`src/rtl/ate_pkg.sv`:
```
// shared types, constants and character codes of the expression tokenizer
package ate_pkg;

  localparam int unsigned MantissaBitsDef  = 32;
  localparam int unsigned MaxFracDigitsDef = 9;

  localparam int unsigned MantOutW  = 32;
  localparam int unsigned FracW     = 4;
  localparam int unsigned FifoDepth = 4;

  localparam logic [7:0] ChDot    = 8'h2E;
  localparam logic [7:0] ChComma  = 8'h2C;
  localparam logic [7:0] ChPlus   = 8'h2B;
  localparam logic [7:0] ChMinus  = 8'h2D;
  localparam logic [7:0] ChStar   = 8'h2A;
  localparam logic [7:0] ChSlash  = 8'h2F;
  localparam logic [7:0] ChOpen   = 8'h28;
  localparam logic [7:0] ChClose  = 8'h29;
  localparam logic [7:0] ChZero   = 8'h30;
  localparam logic [7:0] ChNine   = 8'h39;

  localparam logic TokNumber = 1'b0;
  localparam logic TokOper   = 1'b1;

  typedef enum logic [2:0] {
    OP_PLUS  = 3'd0,
    OP_MINUS = 3'd1,
    OP_TIMES = 3'd2,
    OP_DIV   = 3'd3,
    OP_OPEN  = 3'd4,
    OP_CLOSE = 3'd5
  } op_e;

  // tokens caused by one character: optional number, then optional operator
  typedef struct packed {
    logic                num_valid;
    logic                op_valid;
    op_e                 op_code;
    logic [MantOutW-1:0] mantissa;
    logic [FracW-1:0]    frac_digits;
    logic                overflow;
  } tok_entry_t;

endpackage

```
`src/rtl/arith_expression_tokenizer.sv`:
```
// top level of the arithmetic expression tokenizer
// Takes one ASCII character per transaction (plus an end-of-expression flag) and
// emits number and operator tokens. A number is a decimal mantissa plus a count
// of kept fraction digits; value = mantissa / 10^frac_digits. The input side
// accepts one character every cycle while the queue is not full; the number
// accumulator is a register updated with a shift-and-add multiply by ten. Tokens
// leave through a registered output at one per cycle while out_ready_i is high,
// each via the queue and then the output register. A character that closes a
// number and is an operator yields two tokens from one entry; a four-entry queue
// between classifier and output stage absorbs this; in_ready_o drops only when it is full.
module arith_expression_tokenizer import ate_pkg::*; #(
  parameter int unsigned MANTISSA_BITS   = MantissaBitsDef,
  parameter int unsigned MAX_FRAC_DIGITS = MaxFracDigitsDef
) (
  input  logic                clk_i,
  input  logic                rst_ni,
  // character channel
  input  logic                in_valid_i,
  output logic                in_ready_o,
  input  logic [7:0]          ch_i,
  input  logic                end_of_expression_i,
  // token channel
  output logic                out_valid_o,
  input  logic                out_ready_i,
  output logic                token_kind_o,
  output logic [2:0]          op_code_o,
  output logic [MantOutW-1:0] mantissa_o,
  output logic [FracW-1:0]    frac_digits_o,
  output logic                overflow_o,
  output logic                last_of_run_o
);

  // one queue entry holds every token a single character causes
  logic       push, pop, fifo_empty, fifo_full;
  tok_entry_t entry, head;

  // classification, number state and token formation
  ate_front #(
    .MANTISSA_BITS   (MANTISSA_BITS),
    .MAX_FRAC_DIGITS (MAX_FRAC_DIGITS)
  ) u_front (
    .clk_i               (clk_i),
    .rst_ni              (rst_ni),
    .in_valid_i          (in_valid_i),
    .in_ready_o          (in_ready_o),
    .ch_i                (ch_i),
    .end_of_expression_i (end_of_expression_i),
    .fifo_full_i         (fifo_full),
    .push_o              (push),
    .entry_o             (entry)
  );

  // decouples the character stream from output stalls
  ate_fifo u_fifo (
    .clk_i   (clk_i),
    .rst_ni  (rst_ni),
    .push_i  (push),
    .entry_i (entry),
    .pop_i   (pop),
    .head_o  (head),
    .empty_o (fifo_empty),
    .full_o  (fifo_full)
  );

  // number first, then operator, one token per output transaction
  ate_back u_back (
    .clk_i         (clk_i),
    .rst_ni        (rst_ni),
    .fifo_empty_i  (fifo_empty),
    .head_i        (head),
    .pop_o         (pop),
    .out_valid_o   (out_valid_o),
    .out_ready_i   (out_ready_i),
    .token_kind_o  (token_kind_o),
    .op_code_o     (op_code_o),
    .mantissa_o    (mantissa_o),
    .frac_digits_o (frac_digits_o),
    .overflow_o    (overflow_o),
    .last_of_run_o (last_of_run_o)
  );

endmodule

```
`src/rtl/ate_front.sv`:
```
// front end: character classification and number accumulation
module ate_front import ate_pkg::*; #(
  parameter int unsigned MANTISSA_BITS   = MantissaBitsDef,
  parameter int unsigned MAX_FRAC_DIGITS = MaxFracDigitsDef
) (
  input  logic       clk_i,
  input  logic       rst_ni,
  input  logic       in_valid_i,
  output logic       in_ready_o,
  input  logic [7:0] ch_i,
  input  logic       end_of_expression_i,
  input  logic       fifo_full_i,
  output logic       push_o,
  output tok_entry_t entry_o
);

  localparam int unsigned W = MANTISSA_BITS;

  logic             in_number_q, in_number_d;
  logic             in_fraction_q, in_fraction_d;
  logic [W-1:0]     acc_q, acc_d;
  logic [FracW-1:0] frac_q, frac_d;
  logic             sat_q, sat_d;

  logic             accept;
  logic             is_decimal, is_mark, is_other;
  logic [3:0]       digit;
  logic [7:0]       digit_full;
  logic [W+3:0]     acc_ext, sum;
  logic             sat_step, do_acc;
  logic [W-1:0]     acc_step;
  logic             in_number_n, in_fraction_n, sat_n;
  logic [W-1:0]     acc_n;
  logic [FracW-1:0] frac_n;
  logic             num_emit, op_valid;
  op_e              op_code;
  logic [W-1:0]     num_acc;
  logic [W+31:0]    mant_ext;

  assign in_ready_o = ~fifo_full_i;
  assign accept     = in_valid_i & ~fifo_full_i;

  assign is_decimal = (ch_i >= ChZero) && (ch_i <= ChNine);
  assign is_mark    = (ch_i == ChDot) || (ch_i == ChComma);
  assign is_other   = ~is_decimal & ~is_mark;
  assign digit_full = ch_i - ChZero;
  assign digit      = digit_full[3:0];

  // acc * 10 + digit, saturating at the all-ones mantissa
  assign acc_ext  = {4'b0000, acc_q};
  assign sum      = (acc_ext << 3) + (acc_ext << 1) + {{W{1'b0}}, digit};
  assign sat_step = |sum[W+3:W];
  assign acc_step = sat_step ? {W{1'b1}} : sum[W-1:0];
  assign do_acc   = is_decimal && (!in_fraction_q || (frac_q < FracW'(MAX_FRAC_DIGITS)));

  always_comb begin
    op_valid = 1'b1;
    op_code  = OP_PLUS;
    unique case (ch_i)
      ChPlus:  op_code = OP_PLUS;
      ChMinus: op_code = OP_MINUS;
      ChStar:  op_code = OP_TIMES;
      ChSlash: op_code = OP_DIV;
      ChOpen:  op_code = OP_OPEN;
      ChClose: op_code = OP_CLOSE;
      default: op_valid = 1'b0;
    endcase
  end

  always_comb begin
    if (is_other) begin
      in_number_n   = 1'b0;
      in_fraction_n = 1'b0;
      acc_n         = '0;
      frac_n        = '0;
      sat_n         = 1'b0;
    end else begin
      in_number_n   = 1'b1;
      in_fraction_n = in_fraction_q | is_mark;
      acc_n         = do_acc ? acc_step : acc_q;
      frac_n        = (do_acc && in_fraction_q) ? frac_q + 1'b1 : frac_q;
      sat_n         = sat_q | (do_acc & sat_step);
    end
  end

  // an other byte closes the running number; a digit or mark closes it at expression end
  assign num_emit = is_other ? in_number_q : end_of_expression_i;
  assign num_acc  = is_other ? acc_q : acc_n;
  assign mant_ext = {32'b0, num_acc};

  always_comb begin
    entry_o.num_valid   = num_emit;
    entry_o.op_valid    = is_other & op_valid;
    entry_o.op_code     = op_code;
    entry_o.mantissa    = mant_ext[MantOutW-1:0];
    entry_o.frac_digits = is_other ? frac_q : frac_n;
    entry_o.overflow    = is_other ? sat_q : sat_n;
  end

  assign push_o = accept & (num_emit | (is_other & op_valid));

  always_comb begin
    if (end_of_expression_i) begin
      in_number_d   = 1'b0;
      in_fraction_d = 1'b0;
      acc_d         = '0;
      frac_d        = '0;
      sat_d         = 1'b0;
    end else begin
      in_number_d   = in_number_n;
      in_fraction_d = in_fraction_n;
      acc_d         = acc_n;
      frac_d        = frac_n;
      sat_d         = sat_n;
    end
  end

  always_ff @(posedge clk_i or negedge rst_ni) begin
    if (!rst_ni) begin
      in_number_q   <= 1'b0;
      in_fraction_q <= 1'b0;
      acc_q         <= '0;
      frac_q        <= '0;
      sat_q         <= 1'b0;
    end else if (accept) begin
      in_number_q   <= in_number_d;
      in_fraction_q <= in_fraction_d;
      acc_q         <= acc_d;
      frac_q        <= frac_d;
      sat_q         <= sat_d;
    end
  end

  a_frac_limit: assert property (@(posedge clk_i) disable iff (!rst_ni)
    frac_q <= FracW'(MAX_FRAC_DIGITS))
    else $error("fraction count past limit");

  a_idle_clear: assert property (@(posedge clk_i) disable iff (!rst_ni)
    !in_number_q |-> (acc_q == '0 && frac_q == '0 && !in_fraction_q && !sat_q))
    else $error("number state not cleared outside a number");

endmodule

```
`src/rtl/ate_fifo.sv`:
```
// short token queue between front end and back end
module ate_fifo import ate_pkg::*; (
  input  logic       clk_i,
  input  logic       rst_ni,
  input  logic       push_i,
  input  tok_entry_t entry_i,
  input  logic       pop_i,
  output tok_entry_t head_o,
  output logic       empty_o,
  output logic       full_o
);

  localparam int unsigned PtrW = $clog2(FifoDepth);
  localparam int unsigned CntW = $clog2(FifoDepth + 1);

  tok_entry_t        mem_q [FifoDepth];
  logic [PtrW-1:0]   wr_ptr_q, wr_ptr_d;
  logic [PtrW-1:0]   rd_ptr_q, rd_ptr_d;
  logic [CntW-1:0]   count_q, count_d;

  assign empty_o = (count_q == '0);
  assign full_o  = (count_q == CntW'(FifoDepth));
  assign head_o  = mem_q[rd_ptr_q];

  always_comb begin
    wr_ptr_d = push_i ? wr_ptr_q + 1'b1 : wr_ptr_q;
    rd_ptr_d = pop_i ? rd_ptr_q + 1'b1 : rd_ptr_q;
    count_d  = count_q;
    if (push_i && !pop_i) begin
      count_d = count_q + 1'b1;
    end else if (pop_i && !push_i) begin
      count_d = count_q - 1'b1;
    end
  end

  always_ff @(posedge clk_i) begin
    if (push_i) begin
      mem_q[wr_ptr_q] <= entry_i;
    end
  end

  always_ff @(posedge clk_i or negedge rst_ni) begin
    if (!rst_ni) begin
      wr_ptr_q <= '0;
      rd_ptr_q <= '0;
      count_q  <= '0;
    end else begin
      wr_ptr_q <= wr_ptr_d;
      rd_ptr_q <= rd_ptr_d;
      count_q  <= count_d;
    end
  end

  a_no_overrun: assert property (@(posedge clk_i) disable iff (!rst_ni)
    !(push_i && full_o))
    else $error("push into full queue");

  a_no_underrun: assert property (@(posedge clk_i) disable iff (!rst_ni)
    !(pop_i && empty_o))
    else $error("pop from empty queue");

  a_count_bound: assert property (@(posedge clk_i) disable iff (!rst_ni)
    count_q <= CntW'(FifoDepth))
    else $error("queue count out of range");

endmodule

```
`src/rtl/ate_back.sv`:
```
// back end: expands queued entries into tokens on the output register
module ate_back import ate_pkg::*; (
  input  logic                clk_i,
  input  logic                rst_ni,
  input  logic                fifo_empty_i,
  input  tok_entry_t          head_i,
  output logic                pop_o,
  output logic                out_valid_o,
  input  logic                out_ready_i,
  output logic                token_kind_o,
  output logic [2:0]          op_code_o,
  output logic [MantOutW-1:0] mantissa_o,
  output logic [FracW-1:0]    frac_digits_o,
  output logic                overflow_o,
  output logic                last_of_run_o
);

  logic                out_valid_q, out_valid_d;
  logic                num_done_q, num_done_d;
  logic                kind_q, kind_d;
  logic [2:0]          op_q, op_d;
  logic [MantOutW-1:0] mant_q, mant_d;
  logic [FracW-1:0]    frac_q, frac_d;
  logic                ovf_q, ovf_d;
  logic                last_q, last_d;
  logic                load, send_num;

  assign load     = (!out_valid_q || out_ready_i) && !fifo_empty_i;
  assign send_num = head_i.num_valid && !num_done_q;

  always_comb begin
    out_valid_d = out_valid_q & ~out_ready_i;
    num_done_d  = num_done_q;
    pop_o       = 1'b0;
    kind_d      = kind_q;
    op_d        = op_q;
    mant_d      = mant_q;
    frac_d      = frac_q;
    ovf_d       = ovf_q;
    last_d      = last_q;
    if (load) begin
      out_valid_d = 1'b1;
      if (send_num) begin
        kind_d     = TokNumber;
        op_d       = OP_PLUS;
        mant_d     = head_i.mantissa;
        frac_d     = head_i.frac_digits;
        ovf_d      = head_i.overflow;
        last_d     = ~head_i.op_valid;
        num_done_d = head_i.op_valid;
        pop_o      = ~head_i.op_valid;
      end else begin
        kind_d     = TokOper;
        op_d       = head_i.op_code;
        mant_d     = '0;
        frac_d     = '0;
        ovf_d      = 1'b0;
        last_d     = 1'b1;
        num_done_d = 1'b0;
        pop_o      = 1'b1;
      end
    end
  end

  always_ff @(posedge clk_i or negedge rst_ni) begin
    if (!rst_ni) begin
      out_valid_q <= 1'b0;
      num_done_q  <= 1'b0;
    end else begin
      out_valid_q <= out_valid_d;
      num_done_q  <= num_done_d;
    end
  end

  always_ff @(posedge clk_i) begin
    kind_q <= kind_d;
    op_q   <= op_d;
    mant_q <= mant_d;
    frac_q <= frac_d;
    ovf_q  <= ovf_d;
    last_q <= last_d;
  end

  assign out_valid_o   = out_valid_q;
  assign token_kind_o  = kind_q;
  assign op_code_o     = op_q;
  assign mantissa_o    = mant_q;
  assign frac_digits_o = frac_q;
  assign overflow_o    = ovf_q;
  assign last_of_run_o = last_q;

  a_half_sent: assert property (@(posedge clk_i) disable iff (!rst_ni)
    num_done_q |-> (!fifo_empty_i && head_i.num_valid && head_i.op_valid))
    else $error("split entry lost its operator half");

  a_oper_clean: assert property (@(posedge clk_i) disable iff (!rst_ni)
    (out_valid_q && kind_q == TokOper) |-> (mant_q == '0 && frac_q == '0 && !ovf_q && last_q))
    else $error("operator token carries number fields");

endmodule
```
`config.mk`:
```
export PLATFORM = sky130hd
export DESIGN_NAME = arith_expression_tokenizer
export DESIGN_NICKNAME = d
export VERILOG_FILES = /design/src/rtl/ate_pkg.sv /design/src/rtl/arith_expression_tokenizer.sv /design/src/rtl/ate_front.sv /design/src/rtl/ate_fifo.sv /design/src/rtl/ate_back.sv
export SDC_FILE = /design/constraint.sdc
export NUM_CORES = 1
export LEC_CHECK = 0
export ABC_CLOCK_PERIOD_IN_PS = 3410
export BUFFER_PORTS_ARGS = -buffer_cell sky130_fd_sc_hd__buf_2
export CAP_MARGIN = 20
export CORE_ASPECT_RATIO = 1.75
export CORE_MARGIN = 3
export CORE_UTILIZATION = 30
export DETAILED_ROUTE_END_ITERATION = 7
export PLACE_DENSITY_LB_ADDON = 0.12
export SLEW_MARGIN = 0
export SYNTH_ARGS = -nofsm -noshare
export SYNTH_HDL_FRONTEND = slang
export SYNTH_HIERARCHICAL = 1
export SYNTH_SLANG_ARGS = --single-unit
```
`constraint.sdc`:
```
create_clock -name clk_i -period 3.41 [get_ports clk_i]
set_input_delay 0.5115 -clock clk_i [delete_from_list [all_inputs] [get_ports clk_i]]
set_output_delay 0.5115 -clock clk_i [all_outputs]
set_load 0.02 [all_outputs]
```
After elaboration in Yosys (flattened, before gate mapping)

Memories as Yosys holds them, arrays and structs flattened.
Index checks and enable logic that the tools add are counted.

Register bits after elaboration: 90
Bits in writable memories: 168
Memories: 1
Word-level logic and storage cells: 99

Memories:

| memory       | words | bits a word | read ports | clocked after memory_dff | wr ports | RTL line       | RTL |
|---|---|---|---|---|---|---|---|
| u_fifo.mem_q | 4     | 42          | 1          | 0                        | 1        | ate_fifo.sv:16 | `tok_entry_t mem_q [FifoDepth];` |

$lt $le $gt $ge: 3
Bitwise operators: 14
Add/sub/neg operators: 8
Reductions and logical operators: 20
Multiplexer cells: 28
Equality and inequality tests: 9

Operators by type and width:

| operator                                                        | count |
|---|---|
| 2-to-1 mux 32 bit                                               | 5 |
| == test 8 x 6 -> 1 bit (second input constant)                  | 8 |
| adder 35 x 33 -> 36 bit                                         | 1 |
| adder 36 x 4 -> 36 bit                                          | 1 |
| 2-to-1 mux 1 bit                                                | 16 |
| 2-to-1 mux 4 bit                                                | 4 |
| case mux 3 bit (5 select lines)                                 | 1 |
| >= comparator 8 x 6 -> 1 bit (second input constant)            | 1 |
| less-or-equal comparator 8 x 6 -> 1 bit (second input constant) | 1 |
| logical AND 1 bit                                               | 7 |
| bitwise AND 1 bit                                               | 6 |
| zero test 1 bit                                                 | 6 |
| 2-to-1 mux 3 bit                                                | 2 |
| OR reduction 6 bit                                              | 1 |
| inverter 1 bit                                                  | 5 |
| adder 2 x 1 -> 2 bit (second input constant)                    | 2 |
| adder 4 x 1 -> 4 bit (second input constant)                    | 1 |
| < comparator 4 bit (second input constant)                      | 1 |
| OR reduction 4 bit                                              | 1 |
| subtractor 4 x 1 -> 4 bit (second input constant)               | 1 |
| adder 3 x 1 -> 3 bit (second input constant)                    | 1 |
| == test 3 bit (second input constant)                           | 1 |
| zero test 3 bit                                                 | 1 |
| logical OR 1 bit                                                | 3 |
| other kinds (3)                                                 | 5 |

Logic depth before layout (Yosys ltp)

Word-level depth: 11
Depth in mapped cells: 15
Gate-level depth less buffers: 13

Modules after synthesis

The synthesis kept the hierarchy.

Modules (own cells, without submodules):

| module    | seq. area each (sq um) | area an instance (sq um) | instances | cells an instance |
|---|---|---|---|---|
| ate_fifo  | 5,220.0                | 6,512.5                  | 1         | 254 |
| ate_front | 975.9                  | 4,463.0                  | 1         | 561 |
| ate_back  | 1,311.3                | 1,644.1                  | 1         | 98 |

Worst setup path before layout

Ideal clock, no wire load.

Path kind: input port to flip-flop
Start: input port ch_i[3]
End: memory u_fifo/mem_q[0][30] in the netlist's numbering, data pin
Cell stages on the path: 13
Arrival: 3.227 ns
Path slack: -0.114 ns
Path through: fa_1 > ha_1 > a211oi_1 > o311a_1 > and4b_1 > o21ai_0 > a21oi_1 > o21bai_1 > nor4bb_1 > buf_4 > buf_6 > buf_6 > a31oi_1

RTL lines:

| what               | RTL line                         | RTL |
|---|---|---|
| start: declaration | arith_expression_tokenizer.sv:20 | `input logic [7:0] ch_i,` |
| end: declaration   | ate_fifo.sv:16                   |  |

==> run_results.csv <==
group,metric,value,unit
timing,setup-violations-final,152,
route,wl,31730,um
timing,clock_skew,0.02125,ns
setup_path,crit_arrival,3.90,ns
logic_synthesis,synth.most_common_cell,"edfxtp_1",
layout,drive_gt1_share,33.42,%
setup_path,endpoint_kind,"register",
grt,grt_max_degree,68,
logic_synthesis,ys_ff_latch,258,
timing,rsz0062_at_grt,"yes",
logic_synthesis,syn_nets,999,
floorplanning,die_h,277.3,um
logic_synthesis,synth_top_area_cell,"edfxtp_1",
route,postRouteAntennaNets,0,
timing,slew_violations,0,
route,vias,8026,
logic_synthesis,synth_area_leaders,"edfxtp_1 (50%), dfrtp_1 (9.5%), ha_1 (6.9%), mux4_2 (6.8%), a21oi_1 (2.9%)",
route,wire_per_inst,18.77,um
layout,nets,1208,
logic_synthesis,avgSynthCellArea,13.82,um2
logic_synthesis,yosysTopAreaCellShare,49.97,%
route,drc,0,
logic_synthesis,ys_seq_area_share,59.49,%
route,drt_iter0_markers,403,
floorplanning,start_util,30.63,%
setup_path,reg2reg_to,"u_fifo/mem_q[1][23]",
setup_path,worst-r2r-setup-slack,-0.24,ns
pwr,p_leak,6.396,nW
layout,fillers,4001,
timing,hold_violations,0,
floorplanning,die_x,161.0,um
pwr,peakVddDrop,0.3201,mV
status,failed_checks,"negative setup slack",
timing,tightestPinTransition,0.7424,ns
floorplanning,die_area,44660,um2
setup_path,cp.required,3.66,ns
grt,grt_pass1_wl,49960,um
grt,grt_overflow,0,
logic_synthesis,ys_types,67,
hold_path,min_path_type,"in2async",
grt,grt_pass1_vias,8560,
layout,fin_util,38.68,%
setup_path,critPathCapture,"u_fifo/mem_q[1][23]",
setup_path,cp-start-kind,"register",
clock_network,cts_buffers,24,
logic_synthesis,async_flop_share,18.60,%
route,drtPass1Iterations,4,
clock_network,h-tree-depth,1,
timing,min_period,3.646,ns
timing,worst_slack,-0.2363,ns
clock_network,max-clock-path-buffers,3,
floorplanning,num_io_pins,57,
timing,max_slew_margin,50.51,%
grt,grt_usage,14.31,%
place,gp_congestion,0.8003,
route,vias_per_cell,4.749,
place,portBuffers,56,
pwr,power.total,0.009209,W
place,hpwl,22030,um
status,status,"finished, violations left",
layout,insertedDiodeCount,0,
layout,syn2layout_area_growth,26.29,%
timing,post-route-period-util,106.9,%
clock_network,cts_num_sinks,258,
run,drv_cap,0,
setup_path,crit_type,"reg2reg",
floorplanning,fp-row-count,98,
timing,fmax,0.2742,GHz
clock_network,cts_tree,"done",
setup_path,crit_fanout,8,
floorplanning,coreArea,41200,um2
setup_path,critical_path.startpoint,"u_front/acc_q[29]",
clock_network,cts_root_buf,"clkbuf_16",
logic_synthesis,yosysWarnings,6,
logic_synthesis,syn_area,12620,um2
logic_synthesis,ys.flop_type,"edfxtp_1",
clock_network,clock_latency,0.54,ns
setup_path,r2r_cells,13,
grt,grt_antenna_before_repair,0,
pwr,p_per_area,577.8,nW/um2
timing,holdWs,0.04241,ns
setup_path,timing.rr.start,"u_front/acc_q[29]",
clock_network,path_clk_slew,0.07,ns
logic_synthesis,synth_edf_count,210,
logic_synthesis,ys_top_cells_by_count,"edfxtp_1 (210), a21oi_1 (73), ha_1 (70), nor2_1 (52), o21ai_0 (51)",
logic_synthesis,syn-instance-count,913,
-- repair_timing --
| item | in CTS | in global routing |
|---|---|---|
| endpoints found under the setup margin | 165 | 165 |
| resized for setup | 18 | 36 |
| gates cloned | 1 | 0 |
| pin swaps | 7 | 8 |
| hold buffers | 0 | 0 |
| buffers inserted | 11 | 7 |
-- per-layer routing --
layer / vias up / wire length (um) / global-route usage, %
li1: 3895 / - / -
met2: 92 / 17370 / 27.39
met5: - / 0 / 0
met1: 3997 / 13020 / 17.09
met3: 42 / 695 / 1.255
met4: 0 / 646 / 3.555
-- how the worst min path moves through the flow --
stage               cells past startpoint  slack (ns)           endpoint          start
floorplan                               0        0.22  u_back/num_done_q         rst_ni
finish                                  1        0.04  u_front/acc_q[13]         rst_ni
global route                            1        0.06  u_front/acc_q[13]         rst_ni
CTS                                     1        0.04  u_fifo/count_q[0]         rst_ni
global placement                        2        0.46      u_front/sat_q  u_front/sat_q
detailed placement                      2        0.46      u_front/sat_q  u_front/sat_q
-- power by group --
part | internal, W | switching [W]
clock network | 0.00153 | 0.00118
logic | 0.00109 | 0.00142
registers | 0.00386 | 0.000134
total | 0.00648 | 0.00273
-- final cells by class --
class,count,area (um2),share of cell area (%)
multi-input cells,593,5137,32.23
flip-flops and latches,258,7511,47.13
inverters,22,82.58,0.5181
clock buffers,28,615.6,3.862
well taps,550,688.2,4.318
repair buffers,223,1734,10.88
clock inverters,16,168.9,1.060
-- state kept, by name (all words and copies together) (netlist names), 2 cells and up --
| signal | count |
|---|---|
| u_fifo/mem_q | 168 |
| u_back/mantissa_o | 32 |
| u_front/acc_q | 32 |
| u_back/frac_digits_o | 4 |
| u_front/frac_q | 4 |
| u_back/op_code_o | 3 |
| u_fifo/count_q | 3 |
| u_fifo/rd_ptr_q | 2 |
| u_fifo/wr_ptr_q | 2 |
-- kinds of logic (layout without fill, tap and decap cells) --
| logic type | after synthesis | after routing | share of synthesized area (%) |
|---|---|---|---|
| compound gates | 220 | 220 | 10.71 |
| flops | 258 | 258 | 59.49 |
| simple gates | 219 | 219 | 9.181 |
| fa+ha+maj | 73 | 73 | 7.416 |
| mux | 46 | 46 | 7.962 |
| buf+inv | 62 | 289 | 2.816 |
| xor+xnor | 35 | 35 | 2.429 |
-- worst max-delay path, cell delays in order (launching register included) --
cell,delay (ns)
dfrtp_2,0.45
ha_1,0.33
ha_1,0.34
a21o_1,0.18
o21a_1,0.19
a311o_1,0.39
a211o_1,0.32
o31ai_2,0.08
o21bai_2,0.13
nor4bb_4,0.34
buf_4,0.25
buf_12,0.14
and2_4,0.15
a21oi_2,0.07
-- placed cells by master, fill, tap and decap left out, drive strengths merged, types with 5 or more instances in the layout --
cell type / Yosys / layout
buf: 20 / 223
ha: 70 / 70
clkinv: 0 / 11
xnor2: 16 / 16
edfxtp: 210 / 210
nor2: 52 / 52
clkbuf: 20 / 28
nand4: 6 / 6
o21a: 5 / 5
inv: 22 / 24
and3: 6 / 6
o21bai: 5 / 5
xor2: 19 / 19
nor3: 5 / 5
nand2: 46 / 46
dfrtp: 48 / 48
a21o: 10 / 10
nand2b: 9 / 9
o211ai: 6 / 6
nand3: 11 / 11
nor2b: 11 / 11
and2: 59 / 59
mux4: 42 / 42
a21oi: 82 / 82
a31oi: 30 / 30
o21ai: 54 / 54
-- metrics by stage --
step,worst slack (ns),setup TNS [ns],std cells,cell area (um2)
floorplan,-0.009413,-0.2636,913,12770
global placement,-0.4793,-60.04,1630,14760
detailed placement,-0.5265,-67.78,1630,14760
CTS,-0.2498,-26.56,1686,15750
global route,-0.3873,-50.13,1690,15940
finish,-0.2363,-25.37,1690,15940
Note: power is estimated with default switching activity, not from simulation.
